$ cat src/rtl/mprq_pkg.sv
// Shared constants, types and helpers for the multilevel priority run queue.
// No dependencies; the core and the checker import this package.
`default_nettype none
package mprq_pkg;

  localparam int MAX_TASKS       = 32;
  localparam int PRIORITY_LEVELS = 32;
  localparam int TASK_W          = $clog2(MAX_TASKS);
  localparam int LVL_W           = $clog2(PRIORITY_LEVELS);

  typedef logic [TASK_W-1:0] task_t;
  typedef logic [LVL_W-1:0]  level_t;

  localparam logic [2:0] OP_INSERT  = 3'd0;
  localparam logic [2:0] OP_REMOVE  = 3'd1;
  localparam logic [2:0] OP_SWITCH  = 3'd2;
  localparam logic [2:0] OP_CHANGE  = 3'd3;
  localparam logic [2:0] OP_PEEK    = 3'd4;
  localparam logic [2:0] OP_SET_CUR = 3'd5;

  localparam logic [1:0] ST_OK         = 2'd0;
  localparam logic [1:0] ST_EMPTY      = 2'd1;
  localparam logic [1:0] ST_NOT_QUEUED = 2'd2;

  typedef struct packed {
    logic   found;
    level_t lvl;
  } pick_t;

  // Highest set bit of the nonempty vector.
  function automatic pick_t pick_highest(input logic [PRIORITY_LEVELS-1:0] ne);
    pick_t p;
    p = '0;
    for (int i = 0; i < PRIORITY_LEVELS; i++) begin
      if (ne[i]) begin
        p.found = 1'b1;
        p.lvl   = LVL_W'(i);
      end
    end
    return p;
  endfunction

endpackage
`default_nettype wire

$ cat src/rtl/mprq_ram.sv
// Generic simple dual-port RAM: one write port, one read port, registered read.
// No dependencies.
`default_nettype none
module mprq_ram #(
  parameter int WIDTH = 5,
  parameter int DEPTH = 32
) (
  input  wire logic                     clk,
  input  wire logic                     we,
  input  wire logic [$clog2(DEPTH)-1:0] waddr,
  input  wire logic [WIDTH-1:0]         wdata,
  input  wire logic [$clog2(DEPTH)-1:0] raddr,
  output logic      [WIDTH-1:0]         rdata
);

  logic [WIDTH-1:0] mem [DEPTH];

  always_ff @(posedge clk) begin
    if (we) begin
      mem[waddr] <= wdata;
    end
    rdata <= mem[raddr];
  end

endmodule
`default_nettype wire

$ cat src/rtl/multilevel_priority_run_queue_core.sv
// Top level of the multilevel priority run queue: sequencer and link memories.
// Depends on mprq_pkg and mprq_ram.
//
// Usage:
//   Requests enter on the in channel (in_valid/in_ready) with opcode, task_id,
//   task_priority and requeue_current. Each request yields exactly one result
//   on the out channel (out_valid/out_ready): result_task, preempt,
//   was_current and status.
//   One request is worked on at a time. The sequencer walks the linked lists
//   in five registered-read memories (level head, level tail, next, prev,
//   task level), one read or write step per cycle. Flag-only operations go
//   straight from accept to the result register; an unlink reads the links
//   (S_U_RD1, S_U_RD2) and writes them (S_U_WR); an append reads the tail
//   (S_A_RD) and writes (S_A_WR); a lookup picks the highest level (S_H_RD)
//   and reads its head (S_H_GOT), and a switch with requeue chains them all.
//   The next request is taken once the result sits in the output register.
//   Reset clears the nonempty and queued flag vectors, the current task and
//   level, and the handshake state; the memories need no clearing since each
//   entry is read only under a set flag. A stalled receiver holds the result
//   register; the sequencer then waits in its final step.
`default_nettype none
module multilevel_priority_run_queue_core (
  input  wire logic       clk,
  input  wire logic       rst,
  input  wire logic       in_valid,
  output logic            in_ready,
  input  wire logic [2:0] opcode,
  input  wire logic [4:0] task_id,
  input  wire logic [4:0] task_priority,
  input  wire logic       requeue_current,
  output logic            out_valid,
  input  wire logic       out_ready,
  output logic      [4:0] result_task,
  output logic            preempt,
  output logic            was_current,
  output logic      [1:0] status
);
  import mprq_pkg::*;

  typedef enum logic [3:0] {
    S_IDLE, S_U_RD1, S_U_RD2, S_U_WR, S_A_RD, S_A_WR, S_H_RD, S_H_GOT, S_DONE
  } state_t;

  state_t state;

  // Request context.
  task_t  tsk;          // task to unlink and/or append
  level_t al;           // append level, or chosen level during lookup
  level_t ulv;          // level of the task being unlinked
  task_t  up, un;       // its prev and next links
  logic   do_unlink, do_append, do_pop, is_switch;
  logic [4:0] res;
  logic   pre, wc;
  logic [1:0] st;

  task_t  cur_task;
  level_t cur_level;
  logic [PRIORITY_LEVELS-1:0] nonempty;
  logic [MAX_TASKS-1:0]       queued;

  // Memory ports.
  logic   head_we, tail_we, next_we, prev_we, lvl_we;
  level_t head_waddr, tail_waddr, head_raddr, tail_raddr;
  task_t  head_wdata, tail_wdata, head_q, tail_q;
  task_t  next_waddr, next_wdata, prev_waddr, prev_wdata, lvl_waddr;
  level_t lvl_wdata, lvl_q;
  task_t  next_q, prev_q;

  // Decode of the incoming request.
  task_t  in_t;
  level_t in_lv;
  logic   in_named, in_bad;
  pick_t  pick;

  assign in_t     = TASK_W'(task_id);
  assign in_lv    = (32'(task_priority) >= 32'(PRIORITY_LEVELS)) ?
                    LVL_W'(PRIORITY_LEVELS - 1) : LVL_W'(task_priority);
  assign in_named = (opcode == OP_INSERT) || (opcode == OP_REMOVE) ||
                    (opcode == OP_CHANGE) || (opcode == OP_SET_CUR);
  assign in_bad   = in_named && (32'(task_id) >= 32'(MAX_TASKS));
  assign pick     = pick_highest(nonempty);
  assign in_ready = (state == S_IDLE);

  mprq_ram #(.WIDTH(TASK_W), .DEPTH(PRIORITY_LEVELS)) u_head (
    .clk, .we(head_we), .waddr(head_waddr), .wdata(head_wdata),
    .raddr(head_raddr), .rdata(head_q));
  mprq_ram #(.WIDTH(TASK_W), .DEPTH(PRIORITY_LEVELS)) u_tail (
    .clk, .we(tail_we), .waddr(tail_waddr), .wdata(tail_wdata),
    .raddr(tail_raddr), .rdata(tail_q));
  mprq_ram #(.WIDTH(TASK_W), .DEPTH(MAX_TASKS)) u_next (
    .clk, .we(next_we), .waddr(next_waddr), .wdata(next_wdata),
    .raddr(tsk), .rdata(next_q));
  mprq_ram #(.WIDTH(TASK_W), .DEPTH(MAX_TASKS)) u_prev (
    .clk, .we(prev_we), .waddr(prev_waddr), .wdata(prev_wdata),
    .raddr(tsk), .rdata(prev_q));
  mprq_ram #(.WIDTH(LVL_W), .DEPTH(MAX_TASKS)) u_lvl (
    .clk, .we(lvl_we), .waddr(lvl_waddr), .wdata(lvl_wdata),
    .raddr(tsk), .rdata(lvl_q));

  // Memory steering per sequencer step. Reads are issued one step ahead of use;
  // no step reads an entry written in the same cycle.
  always_comb begin
    head_we = 1'b0; head_waddr = ulv; head_wdata = un;
    tail_we = 1'b0; tail_waddr = ulv; tail_wdata = up;
    next_we = 1'b0; next_waddr = up;  next_wdata = un;
    prev_we = 1'b0; prev_waddr = un;  prev_wdata = up;
    lvl_we  = 1'b0; lvl_waddr  = tsk; lvl_wdata  = al;
    head_raddr = (state == S_H_RD) ? pick.lvl : lvl_q;
    tail_raddr = (state == S_A_RD) ? al : lvl_q;
    case (state)
      S_U_WR: begin
        // Only entry: the level empties through its flag, no write.
        if (head_q == tsk && tail_q == tsk) begin
        end else if (head_q == tsk) begin
          head_we = 1'b1;
        end else if (tail_q == tsk) begin
          tail_we = 1'b1;
        end else begin
          next_we = 1'b1;
          prev_we = 1'b1;
        end
      end
      S_A_WR: begin
        lvl_we     = 1'b1;
        tail_we    = 1'b1;
        tail_waddr = al;
        tail_wdata = tsk;
        if (!nonempty[al]) begin
          head_we    = 1'b1;
          head_waddr = al;
          head_wdata = tsk;
        end else begin
          next_we    = 1'b1;
          next_waddr = tail_q;
          next_wdata = tsk;
          prev_we    = 1'b1;
          prev_waddr = tsk;
          prev_wdata = tail_q;
        end
      end
      default: begin
      end
    endcase
  end

  always_ff @(posedge clk) begin
    if (rst) begin
      state     <= S_IDLE;
      out_valid <= 1'b0;
      nonempty  <= '0;
      queued    <= '0;
      cur_task  <= '0;
      cur_level <= '0;
      do_unlink <= 1'b0;
      do_append <= 1'b0;
      do_pop    <= 1'b0;
      is_switch <= 1'b0;
    end else begin
      // Drop the result once taken, unless a new one loads this cycle.
      if (out_valid && out_ready && state != S_DONE) begin
        out_valid <= 1'b0;
      end
      case (state)
        S_IDLE: begin
          if (in_valid) begin
            res       <= task_id;
            pre       <= 1'b0;
            wc        <= 1'b0;
            st        <= ST_OK;
            tsk       <= in_t;
            al        <= in_lv;
            do_unlink <= 1'b0;
            do_append <= 1'b0;
            do_pop    <= 1'b0;
            is_switch <= (opcode == OP_SWITCH);
            state     <= S_DONE;
            if (in_bad) begin
              st <= ST_NOT_QUEUED;
            end else begin
              case (opcode)
                OP_INSERT: begin
                  do_append <= 1'b1;
                  pre       <= (in_lv > cur_level);
                  state     <= queued[in_t] ? S_U_RD1 : S_A_RD;
                end
                OP_REMOVE: begin
                  if (in_t == cur_task) begin
                    wc <= 1'b1;
                  end else if (queued[in_t]) begin
                    state <= S_U_RD1;
                  end else begin
                    st <= ST_NOT_QUEUED;
                  end
                end
                OP_SWITCH, OP_PEEK: begin
                  do_pop <= 1'b1;
                  if (opcode == OP_SWITCH && requeue_current) begin
                    tsk       <= cur_task;
                    al        <= cur_level;
                    do_append <= 1'b1;
                    state     <= queued[cur_task] ? S_U_RD1 : S_A_RD;
                  end else begin
                    state <= S_H_RD;
                  end
                end
                OP_CHANGE: begin
                  if (in_t == cur_task) begin
                    cur_level <= in_lv;
                    wc        <= 1'b1;
                  end else if (queued[in_t]) begin
                    do_append <= 1'b1;
                    pre       <= (in_lv > cur_level);
                    state     <= S_U_RD1;
                  end else begin
                    st <= ST_NOT_QUEUED;
                  end
                end
                OP_SET_CUR: begin
                  cur_task  <= in_t;
                  cur_level <= in_lv;
                end
                default: begin
                end
              endcase
            end
          end
        end
        S_U_RD1: begin
          state <= S_U_RD2;
        end
        S_U_RD2: begin
          // Latch the links; head and tail of the level are read now.
          ulv   <= lvl_q;
          up    <= prev_q;
          un    <= next_q;
          state <= S_U_WR;
        end
        S_U_WR: begin
          if (head_q == tsk && tail_q == tsk) begin
            nonempty[ulv] <= 1'b0;
          end
          queued[tsk] <= 1'b0;
          state <= do_append ? S_A_RD : (do_pop ? S_H_RD : S_DONE);
        end
        S_A_RD: begin
          state <= S_A_WR;
        end
        S_A_WR: begin
          nonempty[al] <= 1'b1;
          queued[tsk]  <= 1'b1;
          state        <= do_pop ? S_H_RD : S_DONE;
        end
        S_H_RD: begin
          if (pick.found) begin
            al    <= pick.lvl;
            state <= S_H_GOT;
          end else begin
            res   <= 5'(cur_task);
            st    <= ST_EMPTY;
            state <= S_DONE;
          end
        end
        S_H_GOT: begin
          res <= 5'(head_q);
          if (is_switch) begin
            // Pop the head: it becomes current, then unlink it.
            cur_task  <= head_q;
            cur_level <= al;
            tsk       <= head_q;
            do_append <= 1'b0;
            do_pop    <= 1'b0;
            state     <= S_U_RD1;
          end else begin
            state <= S_DONE;
          end
        end
        S_DONE: begin
          if (!out_valid || out_ready) begin
            result_task <= res;
            preempt     <= pre;
            was_current <= wc;
            status      <= st;
            out_valid   <= 1'b1;
            state       <= S_IDLE;
          end
        end
        default: begin
          state <= S_IDLE;
        end
      endcase
    end
  end

endmodule
`default_nettype wire

$ cat config.mk
export PLATFORM = sky130hd
export DESIGN_NAME = multilevel_priority_run_queue_core
export DESIGN_NICKNAME = d
export VERILOG_FILES = /design/src/rtl/mprq_pkg.sv /design/src/rtl/mprq_ram.sv /design/src/rtl/multilevel_priority_run_queue_core.sv
export SDC_FILE = /design/constraint.sdc
export NUM_CORES = 1
export LEC_CHECK = 0
export BUFFER_PORTS_ARGS = -buffer_cell sky130_fd_sc_hd__buf_4
export CAP_MARGIN = 5
export CORE_ASPECT_RATIO = 0.75
export CORE_UTILIZATION = 60
export CTS_BUF_LIST = sky130_fd_sc_hd__clkbuf_16
export DETAILED_ROUTE_END_ITERATION = 10
export HOLD_SLACK_MARGIN = 0.05
export PLACE_DENSITY = 0.81
export SLEW_MARGIN = 40
export SYNTH_ARGS = -nofsm -noshare
export SYNTH_HDL_FRONTEND = slang
export SYNTH_SLANG_ARGS = --single-unit
$ cat constraint.sdc
create_clock -name clk -period 5.3 [get_ports clk]
set_clock_uncertainty 0.1 [all_clocks]
set_input_delay 1.06 -clock clk [delete_from_list [all_inputs] [get_ports clk]]
set_output_delay 1.06 -clock clk [all_outputs]
set_load 0.02 [all_outputs]
# Word-level counts from Yosys, hierarchy flattened
# Memory sizes are Yosys's and may differ from the RTL's. A register that Yosys moved wholly into a read port is not among the register bits.
# Cells that the tools add are included.
dict set report word_totals {
  reg_bits 125
  mem_bits_rw 800
  input_bits 18
  out_inout_bits 11
  elab_cells 237
  n_memories 5
}
# name depth word_bits rd rd_ports_with_merged_regs write_ports line
set memory_table {}
lappend memory_table {u_head.mem 32 5 1 1 1 mprq_ram.sv:16} ;# logic [WIDTH-1:0] mem [DEPTH];
lappend memory_table {u_lvl.mem 32 5 1 1 1 mprq_ram.sv:16}
lappend memory_table {u_next.mem 32 5 1 1 1 mprq_ram.sv:16}
lappend memory_table {u_prev.mem 32 5 1 1 1 mprq_ram.sv:16}
lappend memory_table {u_tail.mem 32 5 1 1 1 mprq_ram.sv:16}
dict set report op_classes {
  order_cmp 9
  n_eq_ne 26
  n_mux 138
  bitwise 7
  reduce_logical 30
}
# op n
set op_table {}
lappend op_table {{$mux 6} 32}
lappend op_table {{$mux 5} 27}
lappend op_table {{$pmux 32 s2} 2}
lappend op_table {{$and 32x32->32} 2}
lappend op_table {{$not 32->32} 2}
lappend op_table {{$or 32x32->32} 2}
lappend op_table {{$pmux 5 s2} 5}
lappend op_table {{$mux 1} 38}
lappend op_table {{$pmux 4 s9} 1}
lappend op_table {{$mux 32} 1}
lappend op_table {{$mux 4} 8}
lappend op_table {{$lt 5x6->1 const B} 5}
lappend op_table {{$reduce_and 4->1} 5}
lappend op_table {{$eq 4x3->1 const B} 4}
lappend op_table {{$bmux 1 s5} 3}
lappend op_table {{$demux 1 s5} 3}
lappend op_table {{$eq 5x5->1} 3}
lappend op_table {{$ge 5x1->1 const B} 3}
lappend op_table {{$pmux 5 s3} 1}
lappend op_table {{$ne 2x2->1 const B} 6}
lappend op_table {{$pmux 1 s2} 6}
lappend op_table {{$pmux 4 s3} 1}
lappend op_table {{$mux 2} 5}
lappend op_table {{$mux 3} 3}
lappend op_table {{other kinds (25)} 42}

# Depth between registers and ports, before layout
# Gate-level depths: netlist (run 1).
dict set report logic_depth {
  ltp_word 34
  depth_mapped 14
  ltp_nobuf 11
}

# Cells and area by module
# From an unflattened synthesis (run 1), not the netlist that was laid out.
dict set report unflattened {
  cells_unflattened 2265
  area_unflattened_um2 39315.2
}
# module n_inst cells_per_inst area_each_um2 seq_area_each_um2
set by_module_without_submodules {}
lappend by_module_without_submodules {{mprq_ram at u_head ...} 4 277 6344.8 4904.7}
lappend by_module_without_submodules {multilevel_priority_run_queue_core 1 879 7592.3 2932.8}
lappend by_module_without_submodules {{mprq_ram at u_prev} 1 278 6343.6 4904.7}

# Worst setup path before layout (run 1)
# OpenSTA, ideal clock, no wires.
dict set report synth_timing {
  path_kind {register to register}
  start {reg al[0]}
  end {mem u_prev.mem[25][0], enable pin}
  setup_time_ps 340
  arrival_ps 3663
  required_time_ps 4860
  setup_slack_ps 1197
  path_stages_with_launch 12
  path_buffers 3
  synth_period_minus_slack_ps 4103
  cell_sequence {edfxtp_1 -> buf_2 -> buf_2 -> mux4_2 -> a22oi_1 -> nand4_1 -> nand2_1 -> buf_2 -> mux2i_1 -> inv_1 -> nand2_1 -> nor2_1}
}
dict set report synth_via {
  elab_cells_between_ends 8
  cone_classes {8 x mux}
}
# item line
set synth_lines {}
lappend synth_lines {{start: declaration} multilevel_priority_run_queue_core.sv:48} ;# level_t al;
lappend synth_lines {{start signal: assignment} multilevel_priority_run_queue_core.sv:171} ;# al <= in_lv;
lappend synth_lines {{start signal: assignment} multilevel_priority_run_queue_core.sv:199} ;# al <= cur_level;
lappend synth_lines {{start signal: assignment} multilevel_priority_run_queue_core.sv:255} ;# al <= pick.lvl;
lappend synth_lines {{$bmux 1 s5} multilevel_priority_run_queue_core.sv:128} ;# if (!nonempty[al]) begin
lappend synth_lines {{$mux 1 (not written as such)} multilevel_priority_run_queue_core.sv:128}
lappend synth_lines {{$mux 5 (2 in series)} n/a}
lappend synth_lines {{named net next_wdata[0]} multilevel_priority_run_queue_core.sv:65} ;# task_t next_waddr, next_wdata, prev_waddr, prev_wdata, lvl_waddr;
lappend synth_lines {{end: declaration} mprq_ram.sv:16}
# The timed path passes the listed nets, and every way through them passes these cells. The select of a mux whose other input is x is not followed.

# Final worst setup path (run 1)
dict set report layout_timing {
  start {reg al[1]}
  end {mem u_next.mem[22][3], enable pin}
}
dict set report layout_via {
  elab_cells_between_ends 8
  cone_classes {8 x mux}
}
# item line
set layout_lines {}
lappend layout_lines {{$bmux 1 s5} multilevel_priority_run_queue_core.sv:128}
lappend layout_lines {{$mux 1 (not written as such)} multilevel_priority_run_queue_core.sv:128}
lappend layout_lines {{$mux 5} multilevel_priority_run_queue_core.sv:128}
lappend layout_lines {{$mux 5} multilevel_priority_run_queue_core.sv:110} ;# case (state)
lappend layout_lines {{named net next_waddr[1]} multilevel_priority_run_queue_core.sv:65}
lappend layout_lines {{end: declaration} mprq_ram.sv:16}
# The timed path passes the listed nets, and every way through them passes these cells. The select of a mux whose other input is x is not followed.

==> results.toml, run 1 <==
[route]
drc = 0
final_antenna_net_count = 0
drt_wl_total_mm = 94.3
wl_met1_mm = 37.4
top_layer = "met4"
wl_per_cell_um = 27.3
first_pass_iters = 6
drt_iter0_drc = 3443
dr_wl_met3_mm = 11.5
dr_wl_met2_mm = 43.0
vias = 23400
viasPerCell = 6.78

[synthesis]
async_flop_share_pct = 0
netlist_area_um2 = 38800
syn-num-nets = 2504
synth_cell_types = 65
synth_edf_count = 843
syn_inst = 2481
synth.avg_cell_area_um2 = 15.6
ys_ff_latch = 950
yosys_warnings = 0
yosysSeqAreaShare_pct = 70.7
synth_flop_cell = "edfxtp_1"

[setup_path]
path_class = "register to register"
cp.required_ns = 5.47
cp_slowest_cell = "edfxtp_1"
worstSetupStartpointType = "register"
worstSetupStartpoint = "al[1]$_DFFE_PP_"
max_stage_delay_ns = 0.92
r2r_cells = 9
rr_startpoint = "al[1]$_DFFE_PP_"
crit_family = "simple AND/OR/NAND/NOR gates"
cp.arrival_ns = 4.62
crit_buf_inv = 2
cp_common_cell = "nand2_1"
path_cells = "buf_4, mux4_2, a22oi_1, nand4_1, nand2_1, mux2i_1, inv_1, nand2_1, nor2_1"
r2r_end = "u_next.mem[22][3]$_DFFE_PP_"
crit_end = "u_next.mem[22][3]$_DFFE_PP_"
worstPathMaxFanout = 19
cp.depth = 9
rrSetupSlack_ns = 0.86
end_kind = "register"

[clock_tree]
cts_setup_buffers = 0
clock-sinks = 950
cts_max_level = 3
path_clk_slew_ns = 0.06
ctsRootBufferMaster = "clkbuf_16"
cts_tree = "yes"
cts_resized = 0
postCtsHoldBufs = 0
cts_buffers = 87
clk_path_buf_depth = 3
clock_latency_ns = 0.65

[worst_hold_path]
min_from = "u_next.rdata[0]$_DFF_P_"
hp-class = "register to register"

[power_and_ir_drop]
switching_share_pct = 23.6
combPwrFrac_pct = 8.6
power_frac_clock_pct = 37.8
vdd_drop_max_mv = 0.280
powerDensity_nw_per_um2 = 365
power.leakage_nw = 14.0
power_mw = 15.6
p_switching_mw = 3.69
p_int_mw = 11.9
p_seq_share_pct = 53.5

[floorplan]
initial_core_util_pct = 60.9
core_um2 = 63800
chipHeight_um = 222
die-area_um2 = 65700
row_count = 80
ioPinCount = 29
die_w_um = 296

[sta]
slew_viol_final = 0
period_needed_ns = 4.44
fin_crit_sh_pct = 83.8
hold_slack_ns = 0.305
fmax_mhz = 225
grt_setup_unrepaired = "false"
worstMarginPinSlew_ns = 0.877
final.setup.tns_ns = 0
slew_headroom_pct = 41.1
finalHoldViolations = 0
setup_viol = 0

[placement]
gp_congestion = 0.935
dp_hpwl_mm = 60.3
dp_cells = 3293
portBuffers = 28

[status]
status = "finished clean"

[global_routing]
grt_pass1_vias = 23000
grt_max_degree = 130
track_usage_pct = 29.1
antenna_found_initial = 0
grt_pass1_wl_mm = 143
overflow = 0

[final_layout]
fin_cells = 3455
final_common_cell = "edfxtp_1"
diodes = 0
drive_gt1_share_pct = 17.2
nets = 2545
fin_util_pct = 67.1
area_delta_synth_final_pct = 10.2
final_cell_mix = "843 x edfxtp_1, 307 x nand2_1, 194 x nor2_1"

[job]
max_cap_viol_count = 0
-- synth_stat cells, types with 11 or more instances --
| master | instances | area (um2) |
|---|---|---|
| nor2_1 | 195 | 732 |
| buf_1 | 28 | 105 |
| a22oi_1 | 79 | 593 |
| buf_2 | 16 | 80.1 |
| nor4_1 | 14 | 87.6 |
| a32oi_1 | 12 | 105 |
| mux2i_1 | 47 | 470 |
| dfxtp_1 | 107 | 2140 |
| o211ai_1 | 14 | 105 |
| mux2_2 | 11 | 124 |
| mux4_2 | 190 | 4280 |
| a21oi_1 | 111 | 556 |
| clkbuf_1 | 75 | 282 |
| nand2_1 | 311 | 1170 |
| nand3_1 | 59 | 295 |
| nand4_1 | 24 | 150 |
| edfxtp_1 | 843 | 25300 |
| a311oi_1 | 17 | 149 |
| o21ai_0 | 87 | 435 |
| nor3_1 | 20 | 100 |
| inv_1 | 63 | 236 |
-- cell families after synthesis --
logic type,Yosys count,share of synthesized area [%]
DFF,950,70.7
and+or+nand+nor,701,7.95
AOI/OAI and AO/OA,368,5.95
muxes,251,12.8
buffers and inverters,191,2.10
xor gates and xnor gates,15,0.339
adders and majority gates,5,0.161
-- final cells by class --
| class | instances | area [um2] |
|---|---|---|
| Tap cell | 861 | 1080 |
| Multi-Input combinational cell | 1340 | 10700 |
| Inverter | 64 | 253 |
| Clock inverter | 73 | 468 |
| Clock buffer | 88 | 2200 |
| Fill cell | 4068 | 21000 |
| Timing Repair Buffer | 79 | 641 |
| Sequential cell | 950 | 27500 |
-- power groups by stage --
stage | combinational (mW) | sequential [mW] | clock (mW)
finish | 1.35 | 8.36 | 5.91
global route | 1.44 | 8.36 | 6.22
CTS | 1.32 | 8.35 | 5.95
detailed placement | 1.31 | 8.51 | 0
global placement | 1.25 | 8.52 | 0
floorplan | 0.927 | 8.45 | 0
-- layer usage --
layer	up-vias	GRT usage (%)
met3	208	7.07
met4	0	7.76
met2	1775	43.1
li1	9776	-
met5	-	0
met1	11700	43.8
-- sequential cells by signal, indices dropped and copies added (netlist names), 32 cells and up, named ones only --
signal and flops:
u_next.mem 160, u_head.mem 160, u_prev.mem 160, u_tail.mem 160, nonempty 32, u_lvl.mem 160
-- worst min path at each step --
stage                      endpoint  slack (ns)  depth (start not counted)
floorplan           un[0]$_DFFE_PP_        0.29                          0
global placement    un[3]$_DFFE_PP_        0.29                          0
detailed placement  un[4]$_DFFE_PP_        0.29                          0
CTS                 un[4]$_DFFE_PP_        0.30                          0
global route        un[0]$_DFFE_PP_        0.31                          0
finish              un[0]$_DFFE_PP_        0.30                          0
-- per-stage QoR --
step	setup WS, ns	area [um2]
after floorplan	1.20	38800
after global placement	1.07	40000
after detailed placement	0.910	40100
after CTS	0.766	42700
after global routing	0.768	42800
final	0.857	42800
Power figures use the tool's default switching activity.
==> inputs of run 2 (changes only) <==
==> constraint.sdc (replaced) <==
create_clock -name clk -period 4.25 [get_ports clk]
set_clock_uncertainty 0.1 [all_clocks]
set_input_delay 0.85 -clock clk [delete_from_list [all_inputs] [get_ports clk]]
set_output_delay 0.85 -clock clk [all_outputs]
set_load 0.02 [all_outputs]
==> results.toml, run 2 (synthesized netlist as in run 1, its figures left out) <==
[status]
status = "finished clean"

[global_routing]
track_usage_pct = 28.9
overflow = 0
grt_pass1_vias = 23000
grt_pass1_wl_mm = 141
grt_max_degree = 130
antenna_found_initial = 0

[placement]
gp_congestion = 0.950
portBuffers = 28
dpl_cell_area_um2 = 40200
dp_hpwl_mm = 58.9
post-place-ws_ns = 0.0516

[power_and_ir_drop]
power_mw = 19.7
power.leakage_nw = 14.2
vdd_drop_max_mv = 0.329
powerDensity_nw_per_um2 = 458

[sta]
finalHoldViolations = 0
setup_viol = 0
fin_crit_sh_pct = 97.1
hold_slack_ns = 0.294
final.setup.tns_ns = 0
worstMarginPinSlew_ns = 0.894
fmax_mhz = 242
period_needed_ns = 4.13
grt_setup_unrepaired = "false"
slew_viol_final = 0
slew_headroom_pct = 40.2
worst_slack_ns = 0.123

[clock_tree]
clk_path_buf_depth = 3
cts_tree = "yes"
clock_latency_ns = 0.66
clock-sinks = 950
postCtsHoldBufs = 0
cts_buffers = 87
ctsRootBufferMaster = "clkbuf_16"
cts_max_level = 3
path_clk_slew_ns = 0.07

[floorplan]
ioPinCount = 29
initial_core_util_pct = 60.9
core_um2 = 63800
row_count = 80
die-area_um2 = 65700
die_w_um = 296
chipHeight_um = 222

[job]
max_cap_viol_count = 0

[final_layout]
design_area_um2 = 43100
final_common_cell = "edfxtp_1"
area_delta_synth_final_pct = 11.0
nets = 2572
final_cell_mix = "843 x edfxtp_1, 307 x nand2_1, 195 x nor2_1"
drive_gt1_share_pct = 18.0

[route]
wl_per_cell_um = 27.1
drt_wl_total_mm = 94.5
viasPerCell = 6.80
first_pass_iters = 7
drt_iter0_drc = 3517
final_antenna_net_count = 0
drc = 0
vias = 23700

[setup_path]
cp.arrival_ns = 4.31
cp.required_ns = 4.43
worstPathMaxFanout = 17
path_class = "register to register"
end_kind = "register"
worstSetupStartpointType = "register"

[worst_hold_path]
hp-class = "register to register"
==> run 2: cell count changes in the layout (fill, tap and decap cells not counted), moves of 2 or more <==
cell        change
clkinv_1        -2
inv_1           -3
clkinv_2        -5
inv_6           +4
nor3_2          -2
nor3_1          +2
clkbuf_16       +3
buf_12          +4
inv_16          +2
buf_4          +25
clkinvlp_4      +3
clkinv_8        -4
buf_6           -3
==> run 2: repair_timing <==
item,4_1_cts,5_1_grt
endpoints found under the setup margin,30,89
resized for setup,0,0
buffers inserted,3,4
==> run 2: where the power goes <==
part / leakage, nW / internal, mW / total, mW / switching (mW)
logic: 4.29 / 0.670 / 1.72 / 1.05
clock network: 1.42 / 4.16 / 7.60 / 3.45
registers: 8.46 / 10.3 / 10.4 / 0.164
total: 14.2 / 15.1 / 19.7 / 4.67
==> run 2: area by class of cell <==
cell class	count	area, um2
Sequential cell	950	27500
Clock buffer	91	2280
Multi-Input combinational cell	1340	10600
Inverter	64	253
Fill cell	4053	20700
Timing Repair Buffer	106	892
Antenna cell	1	2.50
Clock inverter	70	488
Tap cell	861	1080
==> run 2: worst paths after layout <==
| kind | from | endpoint | slack [ns] | cells after the start |
|---|---|---|---|---|
| setup / recovery | al[4]$_DFFE_PP_ | u_next.mem[21][2]$_DFFE_PP_ | 0.12 | 9 |
| hold reg to reg | u_prev.rdata[3]$_DFF_P_ | up[3]$_DFFE_PP_ | 0.29 | 0 |
| setup reg to reg | al[4]$_DFFE_PP_ | u_next.mem[21][2]$_DFFE_PP_ | 0.12 | 9 |
| hold / removal | u_prev.rdata[3]$_DFF_P_ | up[3]$_DFFE_PP_ | 0.29 | 0 |
==> run 2: through the flow <==
stage | std cells | util (%)
3_3_place_gp | 3312 | 63.0
5_1_grt | 3482 | 67.6
3_5_place_dp | 3313 | 63.0
2_1_floorplan | 2481 | -
4_1_cts | 3477 | 67.4
6_report | 3483 | 67.6
==> run 2: per-layer routing <==
metal  global-route usage, %  share of wire, %
met5                       0                 0
met4                    7.57               2.3
met3                    6.59                13
met2                    42.6                46
met1                    43.8                39
==> run 2: critical path: stages, from the launching register on <==
cell      delay [ns]
edfxtp_1        0.70
nor3b_1         0.27
buf_4           0.19
a22oi_1         0.22
nand4_1         0.22
nand2_1         0.59
nand2_1         0.21
o22ai_1         0.29
nand2_1         0.40
nor2_1          0.54
